### src/sv/dual_sensor_window_health_check_unit_assert.svh
// ---------------------------------------------------------------------------
// dual sensor window health check assertion macros
// shared concurrent assertion forms, clocked on clk, off while rst_n is low
// ---------------------------------------------------------------------------
`ifndef DUAL_SENSOR_WINDOW_HEALTH_CHECK_UNIT_ASSERT_SVH
`define DUAL_SENSOR_WINDOW_HEALTH_CHECK_UNIT_ASSERT_SVH

// consequent holds in the same cycle as the antecedent
`define DSWHC_ASSERT_SAME(name, ante, cons) \
  name: assert property (@(posedge clk) disable iff (!rst_n) (ante) |-> (cons)) \
    else $error("dswhc assertion failed");

// consequent holds in the cycle after the antecedent
`define DSWHC_ASSERT_NEXT(name, ante, cons) \
  name: assert property (@(posedge clk) disable iff (!rst_n) (ante) |=> (cons)) \
    else $error("dswhc assertion failed");

`endif

### src/sv/dswhc_pkg.sv
// ---------------------------------------------------------------------------
// dswhc_pkg
// shared types and constants of the dual sensor window health check
// ---------------------------------------------------------------------------
package dswhc_pkg;

  // sample width; the limit and bound registers share it
  localparam int SAMPLE_BITS = 13;

  // configuration register width and index width
  localparam int CFG_W     = SAMPLE_BITS;
  localparam int CFG_IDX_W = 3;

  // configuration register indexes
  typedef enum logic [CFG_IDX_W-1:0] {
    REG_CHECK_MODE    = 3'd0,
    REG_NOISE_LIMIT   = 3'd1,
    REG_CAL_MAIN_LOW  = 3'd2,
    REG_CAL_MAIN_HIGH = 3'd3,
    REG_CAL_AUX_LOW   = 3'd4,
    REG_CAL_AUX_HIGH  = 3'd5,
    REG_ZERO_LOW      = 3'd6,
    REG_ZERO_HIGH     = 3'd7
  } cfg_idx_t;

  // check mode codes
  localparam logic MODE_ZERO = 1'b0;
  localparam logic MODE_CAL  = 1'b1;

  // register reset values
  localparam logic                    RST_CHECK_MODE    = MODE_ZERO;
  localparam logic        [CFG_W-1:0] RST_NOISE_LIMIT   = 13'd16;
  localparam logic signed [CFG_W-1:0] RST_CAL_MAIN_LOW  = 13'sd40;
  localparam logic signed [CFG_W-1:0] RST_CAL_MAIN_HIGH = 13'sd350;
  localparam logic signed [CFG_W-1:0] RST_CAL_AUX_LOW   = 13'sd600;
  localparam logic signed [CFG_W-1:0] RST_CAL_AUX_HIGH  = 13'sd1030;
  localparam logic signed [CFG_W-1:0] RST_ZERO_LOW      = -13'sd10;
  localparam logic signed [CFG_W-1:0] RST_ZERO_HIGH     = 13'sd10;

  // configuration register file contents
  typedef struct packed {
    logic                    check_mode;
    logic        [CFG_W-1:0] noise_limit;
    logic signed [CFG_W-1:0] cal_main_low;
    logic signed [CFG_W-1:0] cal_main_high;
    logic signed [CFG_W-1:0] cal_aux_low;
    logic signed [CFG_W-1:0] cal_aux_high;
    logic signed [CFG_W-1:0] zero_low;
    logic signed [CFG_W-1:0] zero_high;
  } cfg_t;

  // per-transaction lane control
  typedef struct packed {
    logic take;
    logic last;
  } lane_ctrl_t;

  // verdict flags of one window
  typedef struct packed {
    logic pass;
    logic capture_error;
    logic noise_fail;
    logic range_fail;
  } verdict_t;

endpackage

### src/sv/dswhc_ifs.sv
// ---------------------------------------------------------------------------
// dswhc channel interfaces
// valid/ready channels for sample pairs and window verdicts
// ---------------------------------------------------------------------------
interface dswhc_in_if #(
  parameter int SAMPLE_BITS = 13
);
  logic                          valid;
  logic                          ready;
  logic signed [SAMPLE_BITS-1:0] main_sample;
  logic                          main_valid;
  logic signed [SAMPLE_BITS-1:0] aux_sample;
  logic                          aux_valid;
  logic                          window_end;

  modport source (
    output valid, main_sample, main_valid, aux_sample, aux_valid, window_end,
    input  ready
  );
  modport sink (
    input  valid, main_sample, main_valid, aux_sample, aux_valid, window_end,
    output ready
  );
endinterface

interface dswhc_out_if #(
  parameter int SAMPLE_BITS = 13
);
  logic                          valid;
  logic                          ready;
  logic                          pass;
  logic                          capture_error;
  logic                          noise_fail;
  logic                          range_fail;
  logic signed [SAMPLE_BITS-1:0] main_mean;
  logic signed [SAMPLE_BITS-1:0] aux_mean;

  modport source (
    output valid, pass, capture_error, noise_fail, range_fail, main_mean, aux_mean,
    input  ready
  );
  modport sink (
    input  valid, pass, capture_error, noise_fail, range_fail, main_mean, aux_mean,
    output ready
  );
endinterface

### src/sv/dswhc_lane.sv
// ---------------------------------------------------------------------------
// dswhc_lane
// one sensor lane: running min, max, scaled exponential mean and error flag,
// with a snapshot taken on the last sample of a window
// ---------------------------------------------------------------------------
module dswhc_lane
  import dswhc_pkg::*;
#(
  parameter int SAMPLE_BITS = 13,
  parameter int MEAN_SHIFT  = 5,
  parameter int ACC_W       = SAMPLE_BITS + MEAN_SHIFT + 1
) (
  input  logic                          clk,
  input  logic                          rst_n,
  input  lane_ctrl_t                    ctrl,
  input  logic signed [SAMPLE_BITS-1:0] sample,
  input  logic                          smp_valid,
  output logic signed [SAMPLE_BITS-1:0] snap_max_r,
  output logic signed [SAMPLE_BITS:0]   snap_min_r,
  output logic signed [ACC_W-1:0]       snap_acc_r,
  output logic                          snap_err_r
);

  localparam int TW = ACC_W + MEAN_SHIFT + 1;
  localparam logic signed [SAMPLE_BITS:0] MIN_START = {2'b01, {(SAMPLE_BITS-1){1'b0}}};

  logic signed [SAMPLE_BITS-1:0] max_r, max_nxt, max_upd;
  logic signed [SAMPLE_BITS:0]   min_r, min_nxt, min_upd;
  logic signed [ACC_W-1:0]       acc_r, acc_nxt, acc_upd;
  logic                          err_r, err_nxt, err_upd;

  logic signed [SAMPLE_BITS:0] x_min;
  logic signed [TW-1:0]        acc_e;
  logic signed [TW-1:0]        x_e;
  logic signed [TW-1:0]        mix;

  // 31*acc + 32*x, floor divided by 32
  assign x_min = {sample[SAMPLE_BITS-1], sample};
  assign acc_e = {{(TW-ACC_W){acc_r[ACC_W-1]}}, acc_r};
  assign x_e   = {{(TW-SAMPLE_BITS){sample[SAMPLE_BITS-1]}}, sample};
  assign mix   = (acc_e <<< MEAN_SHIFT) - acc_e + (x_e <<< MEAN_SHIFT);

  // statistics after this sample
  always_comb begin
    max_upd = max_r;
    min_upd = min_r;
    acc_upd = acc_r;
    err_upd = err_r;
    if (smp_valid) begin
      if (sample > max_r) max_upd = sample;
      if (x_min < min_r) min_upd = x_min;
      acc_upd = mix[ACC_W+MEAN_SHIFT-1:MEAN_SHIFT];
    end else begin
      err_upd = 1'b1;
    end
  end

  // window state, cleared after the last sample
  always_comb begin
    max_nxt = max_r;
    min_nxt = min_r;
    acc_nxt = acc_r;
    err_nxt = err_r;
    if (ctrl.take) begin
      if (ctrl.last) begin
        max_nxt = '0;
        min_nxt = MIN_START;
        acc_nxt = '0;
        err_nxt = 1'b0;
      end else begin
        max_nxt = max_upd;
        min_nxt = min_upd;
        acc_nxt = acc_upd;
        err_nxt = err_upd;
      end
    end
  end

  always_ff @(posedge clk) begin
    if (!rst_n) begin
      max_r <= '0;
      min_r <= MIN_START;
      acc_r <= '0;
      err_r <= 1'b0;
    end else begin
      max_r <= max_nxt;
      min_r <= min_nxt;
      acc_r <= acc_nxt;
      err_r <= err_nxt;
    end
  end

  // snapshot of the finished window
  always_ff @(posedge clk) begin
    if (ctrl.take && ctrl.last) begin
      snap_max_r <= max_upd;
      snap_min_r <= min_upd;
      snap_acc_r <= acc_upd;
      snap_err_r <= err_upd;
    end
  end

endmodule

### src/sv/dswhc_merge.sv
// ---------------------------------------------------------------------------
// dswhc_merge
// combines both lane snapshots into means and the window verdict
// ---------------------------------------------------------------------------
module dswhc_merge
  import dswhc_pkg::*;
#(
  parameter int SAMPLE_BITS = 13,
  parameter int MEAN_SHIFT  = 5,
  parameter int ACC_W       = SAMPLE_BITS + MEAN_SHIFT + 1
) (
  input  logic                          clk,
  input  logic                          load,
  input  cfg_t                          cfg,
  input  logic signed [SAMPLE_BITS-1:0] main_max,
  input  logic signed [SAMPLE_BITS:0]   main_min,
  input  logic signed [ACC_W-1:0]       main_acc,
  input  logic                          main_err,
  input  logic signed [SAMPLE_BITS-1:0] aux_max,
  input  logic signed [SAMPLE_BITS:0]   aux_min,
  input  logic signed [ACC_W-1:0]       aux_acc,
  input  logic                          aux_err,
  output verdict_t                      verdict_r,
  output logic signed [SAMPLE_BITS-1:0] main_mean_r,
  output logic signed [SAMPLE_BITS-1:0] aux_mean_r
);

  localparam int SPAN_W = SAMPLE_BITS + 2;
  localparam int NW     = (SPAN_W > CFG_W + 1) ? SPAN_W : CFG_W + 1;
  localparam int BW     = (SAMPLE_BITS > CFG_W) ? SAMPLE_BITS + 1 : CFG_W + 1;

  logic signed [SAMPLE_BITS-1:0] main_mean, aux_mean;
  logic signed [NW-1:0]          main_span, aux_span, limit_e;
  logic signed [BW-1:0]          mm_e, am_e;
  logic signed [BW-1:0]          main_lo, main_hi, aux_lo, aux_hi;
  logic                          err, noise, range_bad;
  verdict_t                      verdict;

  // floor of acc / 32 is a plain slice
  assign main_mean = main_acc[MEAN_SHIFT+SAMPLE_BITS-1:MEAN_SHIFT];
  assign aux_mean  = aux_acc[MEAN_SHIFT+SAMPLE_BITS-1:MEAN_SHIFT];

  // span check against the noise limit
  assign main_span = {{(NW-SAMPLE_BITS){main_max[SAMPLE_BITS-1]}}, main_max}
                   - {{(NW-SAMPLE_BITS-1){main_min[SAMPLE_BITS]}}, main_min};
  assign aux_span  = {{(NW-SAMPLE_BITS){aux_max[SAMPLE_BITS-1]}}, aux_max}
                   - {{(NW-SAMPLE_BITS-1){aux_min[SAMPLE_BITS]}}, aux_min};
  assign limit_e   = {{(NW-CFG_W){1'b0}}, cfg.noise_limit};
  assign noise     = (main_span > limit_e) || (aux_span > limit_e);

  // bounds of the current mode
  always_comb begin
    if (cfg.check_mode == MODE_CAL) begin
      main_lo = {{(BW-CFG_W){cfg.cal_main_low[CFG_W-1]}},  cfg.cal_main_low};
      main_hi = {{(BW-CFG_W){cfg.cal_main_high[CFG_W-1]}}, cfg.cal_main_high};
      aux_lo  = {{(BW-CFG_W){cfg.cal_aux_low[CFG_W-1]}},   cfg.cal_aux_low};
      aux_hi  = {{(BW-CFG_W){cfg.cal_aux_high[CFG_W-1]}},  cfg.cal_aux_high};
    end else begin
      main_lo = {{(BW-CFG_W){cfg.zero_low[CFG_W-1]}},  cfg.zero_low};
      main_hi = {{(BW-CFG_W){cfg.zero_high[CFG_W-1]}}, cfg.zero_high};
      aux_lo  = main_lo;
      aux_hi  = main_hi;
    end
  end

  assign mm_e      = {{(BW-SAMPLE_BITS){main_mean[SAMPLE_BITS-1]}}, main_mean};
  assign am_e      = {{(BW-SAMPLE_BITS){aux_mean[SAMPLE_BITS-1]}}, aux_mean};
  assign range_bad = (mm_e < main_lo) || (mm_e > main_hi) ||
                     (am_e < aux_lo) || (am_e > aux_hi);
  assign err       = main_err || aux_err;

  always_comb begin
    verdict.pass          = !err && !noise && !range_bad;
    verdict.capture_error = err;
    verdict.noise_fail    = noise;
    verdict.range_fail    = range_bad;
  end

  // output register
  always_ff @(posedge clk) begin
    if (load) begin
      verdict_r   <= verdict;
      main_mean_r <= main_mean;
      aux_mean_r  <= aux_mean;
    end
  end

endmodule

### src/sv/dual_sensor_window_health_check_unit.sv
// ---------------------------------------------------------------------------
// dual_sensor_window_health_check_unit
// window health check of two pressure sensors: per-sensor lanes track
// min, max and mean, a merge stage issues one verdict per window
//
// channel   direction  content
// in_ch     sink       main/aux sample and capture flag, window_end
// out_ch    source     pass, error flags, main and aux mean
// cfg_*     write      index and data of one mode/limit/bound register
//
// one sample pair accepted every cycle while in_ch.ready is high; the lane
// update of min, max and mean is a registered step, so throughput is one
// transaction per clock unless in_ch stalls; after the window_end transaction
// a verdict passes the lane snapshot, then merge and output register
// rst_n is synchronous; it restores register defaults and empties the window
// a stalled out_ch holds one verdict plus one snapshot before in_ch stalls
// ---------------------------------------------------------------------------
module dual_sensor_window_health_check_unit
  import dswhc_pkg::*;
#(
  parameter int MEAN_SHIFT  = 5
) (
  input  logic                 clk,
  input  logic                 rst_n,
  dswhc_in_if.sink             in_ch,
  dswhc_out_if.source          out_ch,
  input  logic                 cfg_we,
  input  logic [CFG_IDX_W-1:0] cfg_index,
  input  logic [CFG_W-1:0]     cfg_wdata
);

  localparam int ACC_W = SAMPLE_BITS + MEAN_SHIFT + 1;

  `include "dual_sensor_window_health_check_unit_assert.svh"

  cfg_t       cfg_r, cfg_nxt;
  lane_ctrl_t lane_ctrl;
  logic       s1_valid_r, s1_valid_nxt;
  logic       out_valid_r, out_valid_nxt;
  logic       out_adv, s1_adv, in_acc, snap_load;

  logic signed [SAMPLE_BITS-1:0] main_max, aux_max;
  logic signed [SAMPLE_BITS:0]   main_min, aux_min;
  logic signed [ACC_W-1:0]       main_acc, aux_acc;
  logic                          main_err, aux_err;
  verdict_t                      verdict;
  logic signed [SAMPLE_BITS-1:0] main_mean, aux_mean;

  // configuration register writes
  always_comb begin
    cfg_nxt = cfg_r;
    if (cfg_we) begin
      case (cfg_idx_t'(cfg_index))
        REG_CHECK_MODE:    cfg_nxt.check_mode    = cfg_wdata[0];
        REG_NOISE_LIMIT:   cfg_nxt.noise_limit   = cfg_wdata;
        REG_CAL_MAIN_LOW:  cfg_nxt.cal_main_low  = cfg_wdata;
        REG_CAL_MAIN_HIGH: cfg_nxt.cal_main_high = cfg_wdata;
        REG_CAL_AUX_LOW:   cfg_nxt.cal_aux_low   = cfg_wdata;
        REG_CAL_AUX_HIGH:  cfg_nxt.cal_aux_high  = cfg_wdata;
        REG_ZERO_LOW:      cfg_nxt.zero_low      = cfg_wdata;
        REG_ZERO_HIGH:     cfg_nxt.zero_high     = cfg_wdata;
        default:           cfg_nxt = cfg_r;
      endcase
    end
  end

  // pipeline flow control
  assign out_adv   = !out_valid_r || out_ch.ready;
  assign s1_adv    = s1_valid_r && out_adv;
  assign in_ch.ready = !s1_valid_r || out_adv;
  assign in_acc    = in_ch.valid && in_ch.ready;
  assign snap_load = in_acc && in_ch.window_end;

  always_comb begin
    lane_ctrl.take = in_acc;
    lane_ctrl.last = in_ch.window_end;
  end

  always_comb begin
    s1_valid_nxt = s1_valid_r;
    if (snap_load) s1_valid_nxt = 1'b1;
    else if (s1_adv) s1_valid_nxt = 1'b0;

    out_valid_nxt = out_valid_r;
    if (s1_adv) out_valid_nxt = 1'b1;
    else if (out_ch.ready) out_valid_nxt = 1'b0;
  end

  always_ff @(posedge clk) begin
    if (!rst_n) begin
      cfg_r.check_mode    <= RST_CHECK_MODE;
      cfg_r.noise_limit   <= RST_NOISE_LIMIT;
      cfg_r.cal_main_low  <= RST_CAL_MAIN_LOW;
      cfg_r.cal_main_high <= RST_CAL_MAIN_HIGH;
      cfg_r.cal_aux_low   <= RST_CAL_AUX_LOW;
      cfg_r.cal_aux_high  <= RST_CAL_AUX_HIGH;
      cfg_r.zero_low      <= RST_ZERO_LOW;
      cfg_r.zero_high     <= RST_ZERO_HIGH;
      s1_valid_r          <= 1'b0;
      out_valid_r         <= 1'b0;
    end else begin
      cfg_r       <= cfg_nxt;
      s1_valid_r  <= s1_valid_nxt;
      out_valid_r <= out_valid_nxt;
    end
  end

  // sensor lanes
  dswhc_lane #(
    .SAMPLE_BITS (SAMPLE_BITS),
    .MEAN_SHIFT  (MEAN_SHIFT),
    .ACC_W       (ACC_W)
  ) u_lane_main (
    .clk        (clk),
    .rst_n      (rst_n),
    .ctrl       (lane_ctrl),
    .sample     (in_ch.main_sample),
    .smp_valid  (in_ch.main_valid),
    .snap_max_r (main_max),
    .snap_min_r (main_min),
    .snap_acc_r (main_acc),
    .snap_err_r (main_err)
  );

  dswhc_lane #(
    .SAMPLE_BITS (SAMPLE_BITS),
    .MEAN_SHIFT  (MEAN_SHIFT),
    .ACC_W       (ACC_W)
  ) u_lane_aux (
    .clk        (clk),
    .rst_n      (rst_n),
    .ctrl       (lane_ctrl),
    .sample     (in_ch.aux_sample),
    .smp_valid  (in_ch.aux_valid),
    .snap_max_r (aux_max),
    .snap_min_r (aux_min),
    .snap_acc_r (aux_acc),
    .snap_err_r (aux_err)
  );

  // verdict merge
  dswhc_merge #(
    .SAMPLE_BITS (SAMPLE_BITS),
    .MEAN_SHIFT  (MEAN_SHIFT),
    .ACC_W       (ACC_W)
  ) u_merge (
    .clk         (clk),
    .load        (s1_adv),
    .cfg         (cfg_r),
    .main_max    (main_max),
    .main_min    (main_min),
    .main_acc    (main_acc),
    .main_err    (main_err),
    .aux_max     (aux_max),
    .aux_min     (aux_min),
    .aux_acc     (aux_acc),
    .aux_err     (aux_err),
    .verdict_r   (verdict),
    .main_mean_r (main_mean),
    .aux_mean_r  (aux_mean)
  );

  // result channel
  assign out_ch.valid         = out_valid_r;
  assign out_ch.pass          = verdict.pass;
  assign out_ch.capture_error = verdict.capture_error;
  assign out_ch.noise_fail    = verdict.noise_fail;
  assign out_ch.range_fail    = verdict.range_fail;
  assign out_ch.main_mean     = main_mean;
  assign out_ch.aux_mean      = aux_mean;

  // pending snapshot is never overwritten while the output is blocked
  `DSWHC_ASSERT_SAME(a_no_snap_overrun, s1_valid_r && !out_adv, !in_ch.ready)
  // a window end transaction always leaves a snapshot pending
  `DSWHC_ASSERT_NEXT(a_snap_pending, snap_load, s1_valid_r)
  // a moved snapshot always shows up as a result
  `DSWHC_ASSERT_NEXT(a_snap_to_out, s1_adv, out_valid_r)
  // pass is exactly the absence of every failure flag
  `DSWHC_ASSERT_SAME(a_pass_flags, out_valid_r,
    verdict.pass == !(verdict.capture_error || verdict.noise_fail || verdict.range_fail))

endmodule
### src/flat_wrapper.sv
// flat-port wrapper written by rule: the top's interface ports become plain ports
module dual_sensor_window_health_check_unit_flat import dswhc_pkg::*;
#(
  parameter int MEAN_SHIFT  = 5
)
  (clk, rst_n, cfg_we, cfg_index, cfg_wdata, in_ch_valid, in_ch_main_sample, in_ch_main_valid, in_ch_aux_sample, in_ch_aux_valid, in_ch_window_end, in_ch_ready, out_ch_valid, out_ch_pass, out_ch_capture_error, out_ch_noise_fail, out_ch_range_fail, out_ch_main_mean, out_ch_aux_mean, out_ch_ready);
  dswhc_in_if in_ch_i ();
  dswhc_out_if out_ch_i ();
  input  logic clk;
  input  logic rst_n;
  input  logic cfg_we;
  input  logic [CFG_IDX_W-1:0] cfg_index;
  input  logic [CFG_W-1:0] cfg_wdata;
  input wire logic [$bits(in_ch_i.valid)-1:0] in_ch_valid;
  input wire logic [$bits(in_ch_i.main_sample)-1:0] in_ch_main_sample;
  input wire logic [$bits(in_ch_i.main_valid)-1:0] in_ch_main_valid;
  input wire logic [$bits(in_ch_i.aux_sample)-1:0] in_ch_aux_sample;
  input wire logic [$bits(in_ch_i.aux_valid)-1:0] in_ch_aux_valid;
  input wire logic [$bits(in_ch_i.window_end)-1:0] in_ch_window_end;
  output wire logic [$bits(in_ch_i.ready)-1:0] in_ch_ready;
  output wire logic [$bits(out_ch_i.valid)-1:0] out_ch_valid;
  output wire logic [$bits(out_ch_i.pass)-1:0] out_ch_pass;
  output wire logic [$bits(out_ch_i.capture_error)-1:0] out_ch_capture_error;
  output wire logic [$bits(out_ch_i.noise_fail)-1:0] out_ch_noise_fail;
  output wire logic [$bits(out_ch_i.range_fail)-1:0] out_ch_range_fail;
  output wire logic [$bits(out_ch_i.main_mean)-1:0] out_ch_main_mean;
  output wire logic [$bits(out_ch_i.aux_mean)-1:0] out_ch_aux_mean;
  input wire logic [$bits(out_ch_i.ready)-1:0] out_ch_ready;
  assign in_ch_i.valid = in_ch_valid;
  assign in_ch_i.main_sample = in_ch_main_sample;
  assign in_ch_i.main_valid = in_ch_main_valid;
  assign in_ch_i.aux_sample = in_ch_aux_sample;
  assign in_ch_i.aux_valid = in_ch_aux_valid;
  assign in_ch_i.window_end = in_ch_window_end;
  assign in_ch_ready = in_ch_i.ready;
  assign out_ch_valid = out_ch_i.valid;
  assign out_ch_pass = out_ch_i.pass;
  assign out_ch_capture_error = out_ch_i.capture_error;
  assign out_ch_noise_fail = out_ch_i.noise_fail;
  assign out_ch_range_fail = out_ch_i.range_fail;
  assign out_ch_main_mean = out_ch_i.main_mean;
  assign out_ch_aux_mean = out_ch_i.aux_mean;
  assign out_ch_i.ready = out_ch_ready;
  dual_sensor_window_health_check_unit #(.MEAN_SHIFT(MEAN_SHIFT)) u_core (.clk(clk), .rst_n(rst_n), .in_ch(in_ch_i), .out_ch(out_ch_i), .cfg_we(cfg_we), .cfg_index(cfg_index), .cfg_wdata(cfg_wdata));
endmodule
### config.mk
export PLATFORM = sky130hd
export DESIGN_NAME = dual_sensor_window_health_check_unit_flat
export DESIGN_NICKNAME = d
export VERILOG_FILES = /design/src/sv/dswhc_pkg.sv /design/src/sv/dswhc_ifs.sv /design/src/sv/dswhc_lane.sv /design/src/sv/dswhc_merge.sv /design/src/sv/dual_sensor_window_health_check_unit.sv /design/src/flat_wrapper.sv
export VERILOG_INCLUDE_DIRS = /design/src /design/src/sv
export SDC_FILE = /design/constraint.sdc
export NUM_CORES = 1
export LEC_CHECK = 0
export BUFFER_PORTS_ARGS = -buffer_cell sky130_fd_sc_hd__buf_4
export CORE_ASPECT_RATIO = 1.75
export CORE_MARGIN = 2
export CORE_UTILIZATION = 55
export DETAILED_ROUTE_END_ITERATION = 8
export PLACE_DENSITY = 0.75
export SETUP_SLACK_MARGIN = 0.1
export SYNTH_ARGS = -nofsm -noshare
export SYNTH_HDL_FRONTEND = slang
export SYNTH_SLANG_ARGS = --single-unit
### constraint.sdc
create_clock -name clk -period 3.8 [get_ports clk]
set_clock_uncertainty 0.1 [all_clocks]
set_input_delay 0.76 -clock clk [delete_from_list [all_inputs] [get_ports clk]]
set_output_delay 0.76 -clock clk [all_outputs]
set_load 0.05 [all_outputs]
==> results_dict.tcl, run 1 <==
set metrics [dict create \
    status "completed" \
    worstMarginPinSlew_ns 1.22 \
    final_area_mm2 0.0209 \
    drc_errors 0 \
    clock_latency_ns 0.56 \
    min_period_ns 3.77 \
    grt_start_max_net_pins 133 \
    syn_nets 2309 \
    final_nets 2420 \
    yosysWarnings 0 \
    path_class "flop to flop" \
    peakVddDrop_mv 0.341 \
    start_util_pct 55.8 \
    place.detailed.hpwl_um 38000 \
    async_reset_ff_share_pct 0 \
    cts_buffers 29 \
    ys_seq_elements 300 \
    track_usage_pct 28.7 \
    layout-drive-gt1-share_pct 11.7 \
    path_cells "inv_1 > ha_4 > nor2b_2 > o31a_1 > o21a_1 > o311a_1 > o21a_1 > nor2_2 > xnor2_2 > ha_4 > buf_4 > a211oi_2 > nand2_1 > o21ai_1 > nand2_1 > o2bb2ai_4 > nor3_2" \
    gr-total-overflow 0 \
    cts_tree "done" \
    path_max_fanout 4 \
    avgSynthCellArea_um2 9.05 \
    vias_per_cell 5.82 \
    dieArea_mm2 0.0349 \
    maxSlewViolCount 0 \
    max_stage_delay_ns 0.36 \
    slew_headroom_pct 18.3 \
    synth_ff_type "dfxtp_1" \
    p_total_w 0.00932 \
    critPathBufInv 2 \
    p_per_area_mw_per_mm2 446 \
    yosysUniqueCellTypes 70 \
    wire_per_inst_um 19.5 \
    placed_area_mm2 0.0198 \
    finalHoldViolCount 0 \
    fmax_mhz 265 \
    pin_count 82 \
    path_clk_slew_ns 0.06 \
    critPathArrivalTime_ns 4.07 \
    cp-start-kind "flop" \
    die_w_um 142 \
    die_h_um 246 \
    cpLargestDelayFamily "compound AO/OA/AOI/OAI gates" \
    rsz0062_at_grt "yes" \
    drt-total-wl_um 50000 \
    slowest_stage "edfxtp_1" \
    syn_to_final_growth_pct 13.9 \
    htreeDepth 1 \
    leakage_nw 8.76 \
    finalSetupViolations 0 \
    core_mm2 0.0329 \
    routed-via-count 14951 \
    drtIter0Drc 1063 \
    post-place-ws_ns -0.189 \
    cts-root-buf "clkbuf_16" \
    required_ns 4.10 \
    antenna_left 0 \
    antenna_cells 0 \
    synth_edf_count 112 \
    grt_first_pass_wirelength_um 78600 \
    rows 88 \
    dr.pass1.iters 5 \
    cts_max_path_buffers 3 \
    grt_pass1_vias 15230 \
    port_buffers 81 \
    setup_ws_ns 0.0324 \
    syn_area_mm2 0.0184 \
    antenna_found_initial 0 \
    gp_congestion 0.987 \
    netlist_instances 2029 \
    yosysSeqAreaShare_pct 38.8 \
    hold_path_class "primary input to flop" \
    crit_path_end_kind "flop" \
    drv_cap 0 \
    clock_sinks 300 \
    cts_hold_buf 0 \
    finalCritPeriodShare_pct 99.1 \
]
[power breakdown]
| part | internal, W | switching, W | total (W) |
|---|---|---|---|
| clock | 0.00167 | 0.00129 | 0.00296 |
| sequential | 0.00355 | 0.000154 | 0.00370 |
| combinational | 0.00117 | 0.00150 | 0.00266 |
| total | 0.00638 | 0.00294 | 0.00932 |
[cell usage after synthesis, types with 5 or more instances]
master,count,area [um^2]
nand2b_1,16,100
a31oi_1,6,37.5
dfxtp_1,188,3760
xor2_1,17,149
fa_1,38,761
edfxtp_1,112,3360
or3_1,8,50.1
o21ai_0,105,526
xnor2_1,38,333
nor3_1,14,70.1
o21bai_1,6,45.0
a21boi_0,64,480
nand3b_1,15,113
or2_2,5,31.3
buf_1,5,18.8
a21oi_1,116,581
o21a_1,26,195
and3_1,9,56.3
a22o_1,48,420
o211ai_1,18,135
nor2b_1,72,450
inv_1,253,950
and2_1,11,68.8
o21ai_1,9,45.0
ha_1,192,2400
a22oi_1,23,173
nand4_1,16,100
a211oi_1,10,75.1
mux2_2,8,90.1
a21o_1,36,270
nand3_1,80,400
nand2_1,286,1070
clkbuf_1,68,255
nor2_1,42,158
[worst paths after layout]
kind	end	depth (start not counted)	slack [ns]	from
setup / recovery	u_core.u_merge.verdict_r[3]	17	0.03	u_core.u_lane_aux.snap_min_r[2]
hold / removal	u_core.u_lane_main.min_r[0]	2	0.35	in_ch_main_sample[0]
setup reg to reg	u_core.u_merge.verdict_r[3]	17	0.03	u_core.u_lane_aux.snap_min_r[2]
hold reg to reg	u_core.cfg_r[14]	2	0.36	u_core.cfg_r[14]
[registers in the layout, indices dropped and copies added (netlist names)]
name,cells
u_core.u_lane_main.snap_min_r,14
u_core.u_lane_aux.snap_acc_r,13
u_core.u_lane_main.snap_max_r,13
u_core.u_merge.verdict_r,4
u_core.u_lane_aux.err_r,1
u_core.s1_valid_r,1
u_core.u_lane_main.snap_err_r,1
u_core.u_lane_main.acc_r,19
u_core.u_lane_aux.snap_err_r,1
u_core.u_lane_aux.snap_min_r,14
u_core.u_lane_main.err_r,1
u_core.u_merge.main_mean_r,13
u_core.u_lane_aux.acc_r,19
u_core.out_ch.valid,1
u_core.u_lane_aux.max_r,13
u_core.u_lane_main.max_r,13
u_core.u_lane_main.snap_acc_r,13
u_core.u_lane_main.min_r,14
u_core.u_lane_aux.min_r,14
u_core.u_merge.aux_mean_r,13
u_core.u_lane_aux.snap_max_r,13
u_core.cfg_r,92
[layout by cell type, fill, tap and decap left out, types with 6 or more instances in the layout]
cell type	n
nand2_1	286
inv_1	250
ha_1	187
dfxtp_1	187
buf_4	155
a21oi_1	115
edfxtp_1	112
o21ai_0	102
nand3_1	80
nor2b_1	70
a21boi_0	64
a22o_1	48
nor2_1	41
xnor2_1	37
fa_1	37
a21o_1	36
clkbuf_16	30
o21a_1	25
a22oi_1	23
o211ai_1	18
xor2_1	17
nand2b_1	16
nand4_1	16
nand3b_1	15
nor3_1	13
and2_1	11
o21ai_1	11
and3_1	9
a211oi_1	9
or3_1	8
mux2_2	8
a31oi_1	6
o21bai_1	6
[area by class of cell]
| class | count | area (um^2) |
|---|---|---|
| tap | 405 | 507 |
| clock inverter | 13 | 136 |
| clock buffer | 40 | 830 |
| fill | 2645 | 12000 |
| multi-input combinational | 1397 | 10100 |
| inverter | 253 | 953 |
| timing repair buffer | 159 | 1240 |
| sequential | 300 | 7130 |
[per-stage QoR]
stage	util, %	hold WS, ns	TNS, ns	instances
after CTS	63.3	0.338	0	2566
after global placement	60.3	0.343	-0.153	2512
final	63.5	0.353	0	2567
after global routing	63.5	0.368	-0.170	2567
after floorplan	-	0.328	0	2029
after detailed placement	60.3	0.346	-0.711	2512
[logic make-up after synthesis]
family                     share of synthesized area, %
and+or+nand+nor                                    15.4
AOI/OAI and AO/OA                                  18.4
buffers and inverters                              6.91
DFF                                                38.8
adders and majority gates                          17.2
xor gates and xnor gates                           2.62
muxes                                             0.654
[what timing repair did]
action | in CTS | in global routing
gates cloned | 0 | 0
pin swaps | 4 | 13
gates resized for setup | 9 | 11
endpoints found under the setup margin | 2 | 4
buffers inserted | 1 | 1
[routing by layer]
layer / vias up / global-route usage (%) / share of wire [%] / wire, um
met5: - / 0 / 0 / 0
met4: 0 / 19.0 / 7.4 / 3700
met3: 167 / 2.71 / 3.6 / 1810
met2: 458 / 51.9 / 51 / 25500
met1: 7097 / 31.7 / 38 / 18900
li1: 7229 / - / - / -
(Power assumes the default switching activity.)
==> run 2, diff against run 1 <==
--- a/config.mk
+++ b/config.mk
@@ -11,7 +11,7 @@
 export CORE_MARGIN = 2
 export CORE_UTILIZATION = 55
 export DETAILED_ROUTE_END_ITERATION = 8
-export PLACE_DENSITY = 0.75
+export PLACE_DENSITY = 0.82
 export SETUP_SLACK_MARGIN = 0.1
 export SYNTH_ARGS = -nofsm -noshare
 export SYNTH_HDL_FRONTEND = slang
==> run 2 against run 1 <==
Largest cell class unchanged. Combinational power up 2%. Clock power fell by 3%. Worst hold slack gained 0.012 ns. Highest routed layer unchanged. Die area did not move. Final cell count grew 0.31%. Sequential power is essentially flat. Final area increased by 0.19%. Fmax decreased by 1.9%. The run now ends with negative setup slack left. Non-clock buffer count is 7 higher. Sequential cell count did not move. Total power decreased by 0.60%.
==> results_dict.tcl, run 2 (synthesized netlist as in run 1, its figures left out) <==
set metrics [dict create \
    hold_start "u_core.cfg_r[4]" \
    critPathArrivalTime_ns 4.06 \
    fmax_mhz 260 \
    gr-total-overflow 0 \
    max_stage_delay_ns 0.40 \
    drc_errors 0 \
    path_clk_slew_ns 0.07 \
    register_area_mm2 0.00713 \
    layout_common_cells "nand2_1 (286), inv_1 (249), ha_1 (187), dfxtp_1 (187), buf_4 (163)" \
    final_area_mm2 0.0210 \
    routed-via-count 15275 \
    largest_register_ffs 92 \
    crit_path_end_kind "flop" \
    crit_cells 19 \
    r2r_start "u_core.u_lane_main.snap_max_r[1]" \
    required_ns 4.02 \
    grt_pass1_vias 15422 \
    finalHoldViolCount 0 \
    start_util_pct 55.8 \
    rsz0062_at_grt "yes" \
    leakage_nw 8.79 \
    htreeDepth 1 \
    min_period_ns 3.84 \
    drt-total-wl_um 51300 \
    holdPathEnd "u_core.cfg_r[4]" \
    violations "negative setup slack" \
    peakVddDrop_mv 0.315 \
    top_register "u_core.cfg_r" \
    cts-root-buf "clkbuf_16" \
    maxSlewViolCount 0 \
    r2r_slack_ns -0.04 \
    min_path_cells 2 \
    cts_hold_buf 0 \
    final_nets 2427 \
    finalCritPeriodShare_pct 101 \
    multi_input_area_mm2 0.0102 \
    syn_to_final_growth_pct 14.1 \
    rr_worst_depth 19 \
    clock_latency_ns 0.56 \
    cpLargestDelayFamily "compound AO/OA/AOI/OAI gates" \
    track_usage_pct 29.2 \
    gp_congestion 0.961 \
    cts_buffers 29 \
    die_w_um 142 \
    dieArea_mm2 0.0349 \
    crit_top_cell "ha_1" \
    critPathBufInv 1 \
    top_regs "u_core.cfg_r: 92 flops, u_core.u_lane_aux.acc_r: 19 flops, u_core.u_lane_main.acc_r: 19 flops" \
    finalSetupViolations 1 \
    layout_commonest_cell "nand2_1" \
    vias_per_cell 5.93 \
    fin_tns_setup_ns -0.0405 \
    path_max_fanout 2 \
    clock_sinks 300 \
    core_mm2 0.0329 \
    path_cells "ha_1 > nor2b_4 > o31a_1 > o21ai_2 > a21o_1 > nand2_1 > a21oi_2 > o21bai_1 > a21oi_1 > xnor2_1 > ha_1 > nand3_2 > nor2_2 > o41ai_2 > a221o_1 > o21a_1 > o2bb2ai_1 > buf_4 > nor3_2" \
    grt_first_pass_wirelength_um 79500 \
    wire_per_inst_um 19.9 \
    p_per_area_mw_per_mm2 442 \
    setup_ws_ns -0.0405 \
    cts_tree "done" \
    slew_headroom_pct 5.20 \
    placed_area_mm2 0.0198 \
    worstMarginPinSlew_ns 1.42 \
    layout-drive-gt1-share_pct 12.4 \
    hold_path_class "flop to flop" \
    drtIter0Drc 921 \
    dr.pass1.iters 5 \
    rows 88 \
    slowest_stage "edfxtp_1" \
    pin_count 82 \
    r2r_end "u_core.u_merge.verdict_r[3]" \
    antenna_found_initial 1 \
    fillers 2611 \
    cts_max_path_buffers 3 \
    path_class "flop to flop" \
    port_buffers 81 \
    antenna_left 0 \
    status "finished, violations left" \
    die_h_um 246 \
    place.detailed.hpwl_um 38200 \
    grt_start_max_net_pins 136 \
    drv_cap 0 \
    cp-start-kind "flop" \
]
run 2: per-stage QoR:
step / utilization, % / hold WS (ns) / total power, W / cells / setup WS (ns)
floorplan: - / 0.328 / 0.00550 / 2029 / 0.108
global placement: 60.2 / 0.342 / 0.00624 / 2512 / -0.0572
detailed placement: 60.2 / 0.348 / 0.00635 / 2512 / -0.119
CTS: 63.2 / 0.353 / 0.00921 / 2567 / 0.0995
global route: 63.6 / 0.368 / 0.00972 / 2574 / -0.203
finish: 63.7 / 0.364 / 0.00926 / 2575 / -0.0405
run 2: how the worst max path moves through the flow:
stage,start,end
final,u_core.u_lane_main.snap_max_r[1],u_core.u_merge.verdict_r[3]
after global routing,u_core.u_lane_main.snap_max_r[1],u_core.u_merge.verdict_r[3]
after CTS,u_core.u_lane_main.snap_min_r[1],u_core.u_merge.verdict_r[3]
after detailed placement,in_ch_main_sample[7],u_core.u_lane_main.snap_acc_r[14]
after global placement,in_ch_main_sample[1],u_core.u_lane_main.snap_acc_r[14]
after floorplan,in_ch_main_sample[1],u_core.u_lane_main.snap_acc_r[17]
run 2: metal layers:
metal | part of all wire (%) | up-vias | track usage [%]
met1 | 36 | 7258 | 30.4
li1 | - | 7247 | -
met2 | 50 | 534 | 51.8
met4 | 9.0 | 0 | 22.2
met3 | 5.4 | 236 | 4.79
met5 | 0 | - | 0
run 2: report_power, final:
group	internal, W	switching (W)
combinational	0.00118	0.00152
sequential	0.00355	0.000153
clock	0.00157	0.00130
total	0.00629	0.00297
run 2: tightest hold or removal path, stage by stage, from the launching register on:
cell and delay, ns:
dfxtp_1 0.31, nand2_1 0.04, a21boi_0 0.06
run 2: area by class of cell:
type / instances / share of cell area [%]
tap: 405 / 2.42
inverter: 253 / 4.55
timing repair buffer: 166 / 6.13
clock buffer: 35 / 3.77
multi-input combinational: 1397 / 48.4
antenna: 1 / 0.0119
clock inverter: 18 / 0.669
sequential: 300 / 34.0
run 2: what timing repair did:
action | 4_1_cts | 5_1_grt
pin swaps | 11 | 20
setup endpoints to repair | 2 | 4
gates resized for setup | 11 | 20
buffers inserted | 2 | 7
hold endpoints to repair | 0 | 0
